--- config.mk ---
export PLATFORM = sky130hd
export DESIGN_NAME = wsalu_ctrl
export DESIGN_NICKNAME = d
export VERILOG_FILES = /design/src/wsalu_pkg.sv /design/src/wsalu_ctrl.sv
export SDC_FILE = /design/constraint.sdc
export NUM_CORES = 1
export LEC_CHECK = 0
export ABC_AREA = 1
export BUFFER_PORTS_ARGS = -buffer_cell sky130_fd_sc_hd__buf_2
export CORE_AREA = 2 2 39 41
export DETAILED_ROUTE_END_ITERATION = 10
export DIE_AREA = 0 0 41 43
export GPL_ROUTABILITY_DRIVEN = 0
export GPL_TIMING_DRIVEN = 0
export SYNTH_ARGS = -nofsm -noshare
export SYNTH_HDL_FRONTEND = slang
export SYNTH_SLANG_ARGS = --single-unit
--- constraint.sdc ---
create_clock -name aclk -period 1.86 [get_ports aclk]
set_input_delay 0.186 -clock aclk [delete_from_list [all_inputs] [get_ports aclk]]
set_output_delay 0.186 -clock aclk [all_outputs]
set_load 0.005 [all_outputs]
--- src/wsalu_pkg.sv ---
`timescale 1ns / 1ps
`default_nettype none

package wsalu_pkg;

    // Internal operand width; ports stay at two 64-bit halves
    localparam int DATA_WIDTH = 128;
    localparam int PORT_WIDTH = 128;
    localparam int CNT_W      = $clog2(DATA_WIDTH);

    // Command codes
    localparam logic [3:0] CMD_ADD = 4'd0;
    localparam logic [3:0] CMD_SUB = 4'd1;
    localparam logic [3:0] CMD_AND = 4'd2;
    localparam logic [3:0] CMD_OR  = 4'd3;
    localparam logic [3:0] CMD_XOR = 4'd4;
    localparam logic [3:0] CMD_NOT = 4'd5;
    localparam logic [3:0] CMD_SHL = 4'd6;
    localparam logic [3:0] CMD_SAR = 4'd7;
    localparam logic [3:0] CMD_ROL = 4'd8;
    localparam logic [3:0] CMD_ROR = 4'd9;
    localparam logic [3:0] CMD_MUL = 4'd10;
    localparam logic [3:0] CMD_DIV = 4'd11;

    typedef struct packed {
        logic [3:0]  command;
        logic [63:0] a_high;
        logic [63:0] a_low;
        logic [63:0] b_high;
        logic [63:0] b_low;
        logic [6:0]  shift_amount;
    } in_item_t;

    typedef struct packed {
        logic [63:0] result_high;
        logic [63:0] result_low;
        logic        divide_by_zero;
    } out_item_t;

    typedef enum logic [2:0] {
        ST_IDLE,
        ST_EXEC,
        ST_MUL,
        ST_DIV,
        ST_DIVFIX,
        ST_DONE
    } state_t;

    // Controller to datapath
    typedef struct packed {
        logic load;
        logic exec;
        logic mul_step;
        logic div_step;
        logic div_fix;
        logic publish;
    } ctrl_cmd_t;

    // Datapath to controller
    typedef struct packed {
        logic is_mul;
        logic is_div;
        logic b_zero;
        logic last;
    } ctrl_status_t;

    // Fit a 128-bit port operand to the internal width (truncate or sign-extend)
    function automatic logic [DATA_WIDTH-1:0] fit_operand(input logic [63:0] hi,
                                                          input logic [63:0] lo);
        logic [PORT_WIDTH-1:0] x;
        logic [DATA_WIDTH-1:0] r;
        x = {hi, lo};
        for (int i = 0; i < DATA_WIDTH; i++) begin
            r[i] = (i < PORT_WIDTH) ? x[i] : x[PORT_WIDTH-1];
        end
        return r;
    endfunction

    // Sign-extend an internal result out to the 128-bit port
    function automatic logic [PORT_WIDTH-1:0] widen_result(input logic [DATA_WIDTH-1:0] v);
        logic [PORT_WIDTH-1:0] r;
        for (int i = 0; i < PORT_WIDTH; i++) begin
            r[i] = (i < DATA_WIDTH) ? v[i] : v[DATA_WIDTH-1];
        end
        return r;
    endfunction

endpackage

`default_nettype wire

--- src/wsalu_ctrl.sv ---
`timescale 1ns / 1ps
`default_nettype none

module wsalu_ctrl (
    input  wire logic                    aclk,
    input  wire logic                    aresetn,
    input  wire logic                    s_valid,
    output logic                         s_ready,
    output logic                         m_valid,
    input  wire logic                    m_ready,
    input  wire wsalu_pkg::ctrl_status_t status,
    output wsalu_pkg::ctrl_cmd_t         cmd
);
    import wsalu_pkg::*;

    state_t state_reg, state_next;
    logic   m_valid_reg, m_valid_next;
    logic   slot_free;

    assign slot_free = !m_valid_reg || m_ready;

    // Next state
    always_comb begin
        state_next = state_reg;
        unique case (state_reg)
            ST_IDLE: begin
                if (s_valid) state_next = ST_EXEC;
            end
            ST_EXEC: begin
                if (status.is_mul) begin
                    state_next = ST_MUL;
                end else if (status.is_div && !status.b_zero) begin
                    state_next = ST_DIV;
                end else begin
                    state_next = ST_DONE;
                end
            end
            ST_MUL: begin
                if (status.last) state_next = ST_DONE;
            end
            ST_DIV: begin
                if (status.last) state_next = ST_DIVFIX;
            end
            ST_DIVFIX: state_next = ST_DONE;
            ST_DONE: begin
                if (slot_free) state_next = ST_IDLE;
            end
            default: state_next = ST_IDLE;
        endcase
    end

    // Commands to the datapath
    always_comb begin
        cmd     = '0;
        s_ready = 1'b0;
        unique case (state_reg)
            ST_IDLE: begin
                s_ready  = 1'b1;
                cmd.load = s_valid;
            end
            ST_EXEC:   cmd.exec     = 1'b1;
            ST_MUL:    cmd.mul_step = 1'b1;
            ST_DIV:    cmd.div_step = 1'b1;
            ST_DIVFIX: cmd.div_fix  = 1'b1;
            ST_DONE:   cmd.publish  = slot_free;
            default: begin
                cmd     = '0;
                s_ready = 1'b0;
            end
        endcase
    end

    // Hold the result valid until the receiver takes it
    always_comb begin
        m_valid_next = m_valid_reg;
        if (cmd.publish) begin
            m_valid_next = 1'b1;
        end else if (m_ready) begin
            m_valid_next = 1'b0;
        end
    end

    always_ff @(posedge aclk) begin
        if (!aresetn) begin
            state_reg   <= ST_IDLE;
            m_valid_reg <= 1'b0;
        end else begin
            state_reg   <= state_next;
            m_valid_reg <= m_valid_next;
        end
    end

    assign m_valid = m_valid_reg;

endmodule

`default_nettype wire

Yosys cells after proc, flatten, opt, wreduce, memory -nomap -nowiden --
Cells that the tools add are included.
Word-level totals: bits in registers 4, input port bits 8, output and inout port bits 8, logic and storage cells 34
Cells by class: eq/ne operators 9, muxes and demuxes 16, reductions and logical operators 7
Operators with widths (number):
- $mux 3 | 6
- $pmux 3 s6 | 1
- $mux 1 | 9
- $ne 2x2->1 const B | 4
- $eq 3x2->1 const B | 2
- $eq 3x3->1 const B | 2
- $reduce_and 4->1 | 1
- $eq 3x1->1 const B | 1
- $logic_not 3->1 | 1
- $logic_not 1->1 | 2
- $reduce_bool 2->1 | 1
- $logic_and 1x1->1 | 1
- $logic_or 1x1->1 | 1

Logic depth before layout (Yosys ltp) --
Gate-level depths: netlist of the first run.
depth after elaboration 5, gate-level depth with buffers 7, mapped depth without buffers 7

Worst setup path before layout of the first run --
Ideal clock, no wire load.
kind register to output, from reg state_reg[0], to out cmd[0] (netlist bit), arrival time 0.813 ns, data required time 1.674 ns, slack 0.861 ns, stages on the path, launching flop included 6, buffers on the path 1, cells stage by stage dfxtp_1 inv_2 nor2_2 nand2_1 nor2_2 buf_4
RTL lines:
- start, declared | line wsalu_ctrl.sv:16 | state_t state_reg, state_next;
- start signal, assigned | line wsalu_ctrl.sv:88 | state_reg <= state_next;
- end, declared | line wsalu_ctrl.sv:12 | output wsalu_pkg::ctrl_cmd_t cmd

==> out/qor.yml, run 1 <==
status: "completed"
syn_area_per_cell_um2: 6.23
r2r_cells: 5
tightest_slew_ns: 0.301
synth_cell_types: 16
synth_seq_cells: 4
nFillCells: 161
pwr-share-comb_pct: 47.0
top_usage_layer: "met4"
grt.overflow.total: 0
skew_ns: 0.00515
p_clk_share_pct: 23.7
ctsRootBufferMaster: "clkbuf_4"
crit_family: "flip-flops"
yosys.area.top_type: "dfxtp_1"
criticalPathCategory: "register to output port"
cts_num_sinks: 4
cts_buffers: 3
switching_share_pct: 40.1
async_reset_ff_share_pct: 0
worstSetupPathDepth: 6
syn_to_final_growth_pct: 41.0
synth.yosys.seq_area_share_pct: 27.9
vdd_drop_max_mv: 0.325
synth_most_common_cell: "nor2_1"
max_slew_margin_pct: 79.9
internal_power_uw: 270
avgViaCountPerCell: 3.96
cp-startpoint: "state_reg[0]"
synth_common_cells: "nor2_1 (10), nand2_1 (8), inv_1 (6)"
finalMaxSlewViolations: 0
r2r-start: "state_reg[1]"
start_util_pct: 20.7
leakage_nw: 0.228
first_global_vias: 254
cp_common_cell: "nor2_2"
syn_nets: 54
syn_area_um2: 287
post-cts-setup-buffers: 0
post_cts_resized: 0
fin_crit_ns: 1.39
holdCritPathClass: "primary input to register"
seqPwrFrac_pct: 29.3
cts_buffer_depth: 2
critPathLaunchType: "register"
die_w_um: 41
wl_um: 634
path_max_fanout: 5
use_met3_pct: 4.71
path_cells: "inv_2 > nor2_2 > nand2_1 > nor2_2 > buf_4 > buf_2"
num_vias: 317
fp.dieH_um: 43
drc: 0
first_iter_violations: 1
antenna_found_initial: 0
hpwlAfterDp_um: 531
gr-usage-met2_pct: 11.3
synth_edf_count: 0
io_pins: 16
cts_tree: "done"
syn-instance-count: 46
wire_per_inst_um: 7.93
finalSetupTns_ns: 0
ctsHoldBuffers: 0
nNetsFinal: 74
antenna_cells: 0
rows: 14
ys_warn_count: 0
p_sw_uw: 181
arrival_ns: 1.20
grt_usage_pct: 9.54
worst-r2r-setup-slack_ns: 0.79
largest_reg_flops: 3
crit_end: "cmd[0]"
ant_nets: 0
crit_buf_inv: 3
synth_top_cell_area_share_pct: 27.9
drv_cap: 0
finish.utilization_pct: 29.2
synth_area_leaders: "dfxtp_1 (28%), nor2_1 (13%), nand2_1 (10%), nor2_2 (8.7%), inv_1 (7.9%)"
max_stage_delay_ns: 0.39
htree_levels: 1
die_area_mm2: 0.00176
grt.met1_usage_pct: 10.3
min_period_over_period_pct: 74.6
ys.flop_type: "dfxtp_1"
io_buffers: 15
grt_max_degree: 8
path_clk_slew_ns: 0.04
fmax_mhz: 720
grt_pass1_wl_um: 979
core-area_mm2: 0.00138
dr.pass1.iters: 2
hold_viol_final: 0
reg2reg_to: "state_reg[0]"
cpMaxStageDelayCell: "dfxtp_1"
setup_violations: 0
drive_gt1_share_pct: 43.8
insertion_delay_ns: 0.23
critPathRequiredTime_ns: 1.67
power_density_mw_per_mm2: 1120
end_kind: "output port"
rsz0062_at_grt: "false"
[worst min-delay path: stages]
cell and delay, ns:
buf_2 0.13, inv_1 0.05, a21oi_1 0.03
[area by class of cell]
cell class | instances | area, µm² | area share, %
Buffer | 1 | 7.51 | 1.86
Multi-Input combinational cell | 33 | 169 | 41.8
Sequential cell | 4 | 80.1 | 19.8
Clock buffer | 3 | 22.5 | 5.57
Tap cell | 16 | 20.0 | 4.95
Inverter | 8 | 30.0 | 7.43
Timing Repair Buffer | 15 | 75.1 | 18.6
[through the flow]
stage	setup slack, ns	area (µm²)	cells	total power, mW	hold slack [ns]
finish	0.472	404	80	0.451	0.211
global placement	0.713	382	77	0.345	0.451
detailed placement	0.714	382	77	0.349	0.459
global route	0.385	404	80	0.505	0.237
floorplan	0.861	287	46	0.281	0.295
CTS	0.449	404	80	0.463	0.203
[worst min-delay path by stage]
stage	from	endpoint	slack, ns	depth (start not counted)
finish	aresetn	state_reg[1]	0.21	3
global route	aresetn	m_valid	0.24	2
CTS	aresetn	state_reg[1]	0.20	3
detailed placement	aresetn	state_reg[1]	0.46	3
global placement	aresetn	state_reg[1]	0.45	3
floorplan	aresetn	state_reg[1]	0.30	2
[power groups by stage]
stage	clock network (mW)	registers, mW	logic, mW
floorplan	0	0.130	0.151
detailed placement	0	0.134	0.216
global placement	0	0.133	0.212
finish	0.107	0.132	0.212
global route	0.120	0.136	0.249
CTS	0.115	0.132	0.216
[cell families after synthesis]
| kind of cell | Yosys count | share of synthesized area, % |
|---|---|---|
| flip-flops | 4 | 27.9 |
| buffers and inverters | 9 | 13.1 |
| AO/OA/AOI/OAI | 4 | 10.0 |
| AND/OR/NAND/NOR | 29 | 48.9 |
[cell usage in the layout (no fill, tap or decap)]
cell      Yosys  routed
inv_2         2       2
nand2_1       8       8
nor3_2        1       1
nor3_1        1       1
clkbuf_4      0       3
inv_1         6       6
a21oi_1       1       1
nor2_2        4       4
buf_2         0      15
a21oi_2       1       1
nand3_1       3       3
nor2_1       10      10
dfxtp_1       4       4
o21a_1        1       1
buf_4         1       1
nand3_2       1       1
nand3b_1      1       1
o21bai_1      1       1
[routing by layer]
metal / up-vias / routed length, µm
met1: 126 / 293
met5: - / 0
li1: 181 / -
met4: 0 / 11
met2: 8 / 291
met3: 2 / 37
(Power assumes the default switching activity.)
==> run 2, diff against run 1 <==
==> constraint.sdc (replaced) <==
create_clock -name aclk -period 1.35 [get_ports aclk]
set_input_delay 0.135 -clock aclk [delete_from_list [all_inputs] [get_ports aclk]]
set_output_delay 0.135 -clock aclk [all_outputs]
set_load 0.005 [all_outputs]
==> out/qor.yml, run 2 (synthesis results as in run 1) <==
status: "completed"  # unchanged
ctsRootBufferMaster: "clkbuf_4"  # unchanged
largest_reg_flops: 3  # unchanged
htree_levels: 1  # unchanged
critPathRequiredTime_ns: 1.22  # was 1.67 ns
fin_crit_ns: 1.26
r2r-start: "state_reg[2]"  # was state_reg[1]
num_vias: 318  # was 317
drc: 0  # unchanged
power_density_mw_per_mm2: 1550  # was 1120 mW/mm²
wire_per_inst_um: 8.05  # was 7.93 µm
finish.utilization_pct: 30.1  # was 29.2%
final_common_cell: "buf_2"  # unchanged
cts_tree: "done"  # unchanged
grt_pass1_wl_um: 979  # unchanged
vdd_drop_max_mv: 0.448  # was 0.325 mV
arrival_ns: 1.12  # was 1.20 ns
path_max_fanout: 5  # unchanged
cts_buffers: 3  # unchanged
p_clk_share_pct: 22.9  # was 23.7%
cts_buffer_depth: 2  # unchanged
criticalPathCategory: "register to output port"  # unchanged
core-area_mm2: 0.00138  # unchanged
die_area_mm2: 0.00176  # unchanged
finalMaxSlewViolations: 0  # unchanged
hold_viol_final: 0  # unchanged
skew_ns: 0.00548  # was 0.00515 ns
fp.dieH_um: 43  # unchanged
end_kind: "output port"  # unchanged
wl_um: 644  # was 634 µm
p_sw_uw: 258  # was 181 µW
drive_gt1_share_pct: 46.9  # was 43.8%
dr.pass1.iters: 2  # unchanged
rsz0062_at_grt: "false"  # unchanged
hpwlAfterDp_um: 531  # unchanged
first_iter_violations: 2  # was 1
placedCellCount: 77  # unchanged
nNetsFinal: 74  # unchanged
critPathLaunchType: "register"  # unchanged
insertion_delay_ns: 0.23  # about the same
holdCritPathClass: "primary input to register"  # unchanged
fmax_mhz: 795
fin_cells: 80  # unchanged
post-cts-setup-buffers: 0  # unchanged
ctsHoldBuffers: 0  # unchanged
leakage_nw: 0.229  # was 0.228 nW
min_period_over_period_pct: 93.2
hold_depth: 3  # unchanged
ant_nets: 0  # unchanged
avgViaCountPerCell: 3.98  # was 3.96
syn_to_final_growth_pct: 45.4  # was 41.0%
pwr-share-comb_pct: 47.1  # was 47.0%
finalSetupTns_ns: 0  # unchanged
cts_num_sinks: 4  # unchanged
internal_power_uw: 387  # was 270 µW
p_total_uw: 645  # was 451 µW
grt_usage_pct: 9.54  # unchanged
r2r_cells: 5  # unchanged
grt.overflow.total: 0  # unchanged
cp-startpoint: "state_reg[0]"  # unchanged
drv_cap: 0  # unchanged
start_util_pct: 20.7  # unchanged
io_pins: 16  # unchanged
seqPwrFrac_pct: 30.1  # was 29.3%
antenna_cells: 0  # unchanged
max_slew_margin_pct: 86.2  # was 79.9%
switching_share_pct: 40.1  # about the same
first_global_vias: 254  # unchanged
rows: 14  # unchanged
tightest_slew_ns: 0.206  # was 0.301 ns
worstHoldStart: "aresetn"  # unchanged
grt_max_degree: 8  # unchanged
antenna_found_initial: 0  # unchanged
io_buffers: 15  # unchanged
path_clk_slew_ns: 0.04  # about the same
layout_common_cells: "buf_2 (15), nor2_1 (10), nand2_1 (8), inv_1 (6)"  # unchanged
die_w_um: 41  # unchanged
setup_violations: 0  # unchanged
==> run 2: repair_timing <==
action                     4_1_cts  5_1_grt
setup endpoints to repair        1        1
pin swaps                        0        1
resized for setup                1        4
==> run 2: power groups by stage <==
stage               logic (mW)  clock network [mW]  registers [mW]
detailed placement       0.297                   0           0.184
global placement         0.292                   0           0.183
floorplan                0.208                   0           0.179
global route             0.354               0.165           0.199
CTS                      0.298               0.158           0.184
finish                   0.304               0.148           0.194
==> run 2: cell type report <==
cell class,count,area (µm²)
buffer,1,7.51
clock buffer,3,22.5
fill,161,967
inverter,8,32.5
multi-input combinational,33,174
sequential,4,85.1
tap,16,20.0
timing repair buffer,15,75.1
==> run 2: worst max-delay path, stage by stage (launching register included) <==
cell,delay [ns]
dfxtp_4,0.36
inv_4,0.05
nor2_4,0.11
nand2_1,0.07
nor2_2,0.09
buf_4,0.11
buf_2,0.09
==> run 2: metrics by stage <==
step / setup slack [ns] / cell area [µm²] / hold slack [ns]
detailed placement: 0.255 / 382 / 0.408
floorplan: 0.377 / 287 / 0.244
global route: 0.0203 / 417 / 0.179
global placement: 0.254 / 382 / 0.400
finish: 0.0919 / 417 / 0.153
CTS: 0.0250 / 405 / 0.152
==> run 2: final timing paths <==
| kind | endpoint | slack, ns |
|---|---|---|
| worst max-delay path | cmd[0] | 0.09 |
| worst min-delay path | state_reg[1] | 0.15 |
| worst max register to register | state_reg[0] | 0.28 |
| worst min register to register | state_reg[1] | 0.59 |
==> run 2: per-layer routing <==
metal  part of all wire (%)  vias up  routed length, µm  global-route usage (%)
met5                      0        -                  0                       0
met4                    1.7        0                 11                    12.0
met3                    5.7        2                 37                    4.71
met2                     46        8                298                    11.3
met1                     46      128                297                    10.3
li1                       -      180                  -                       -
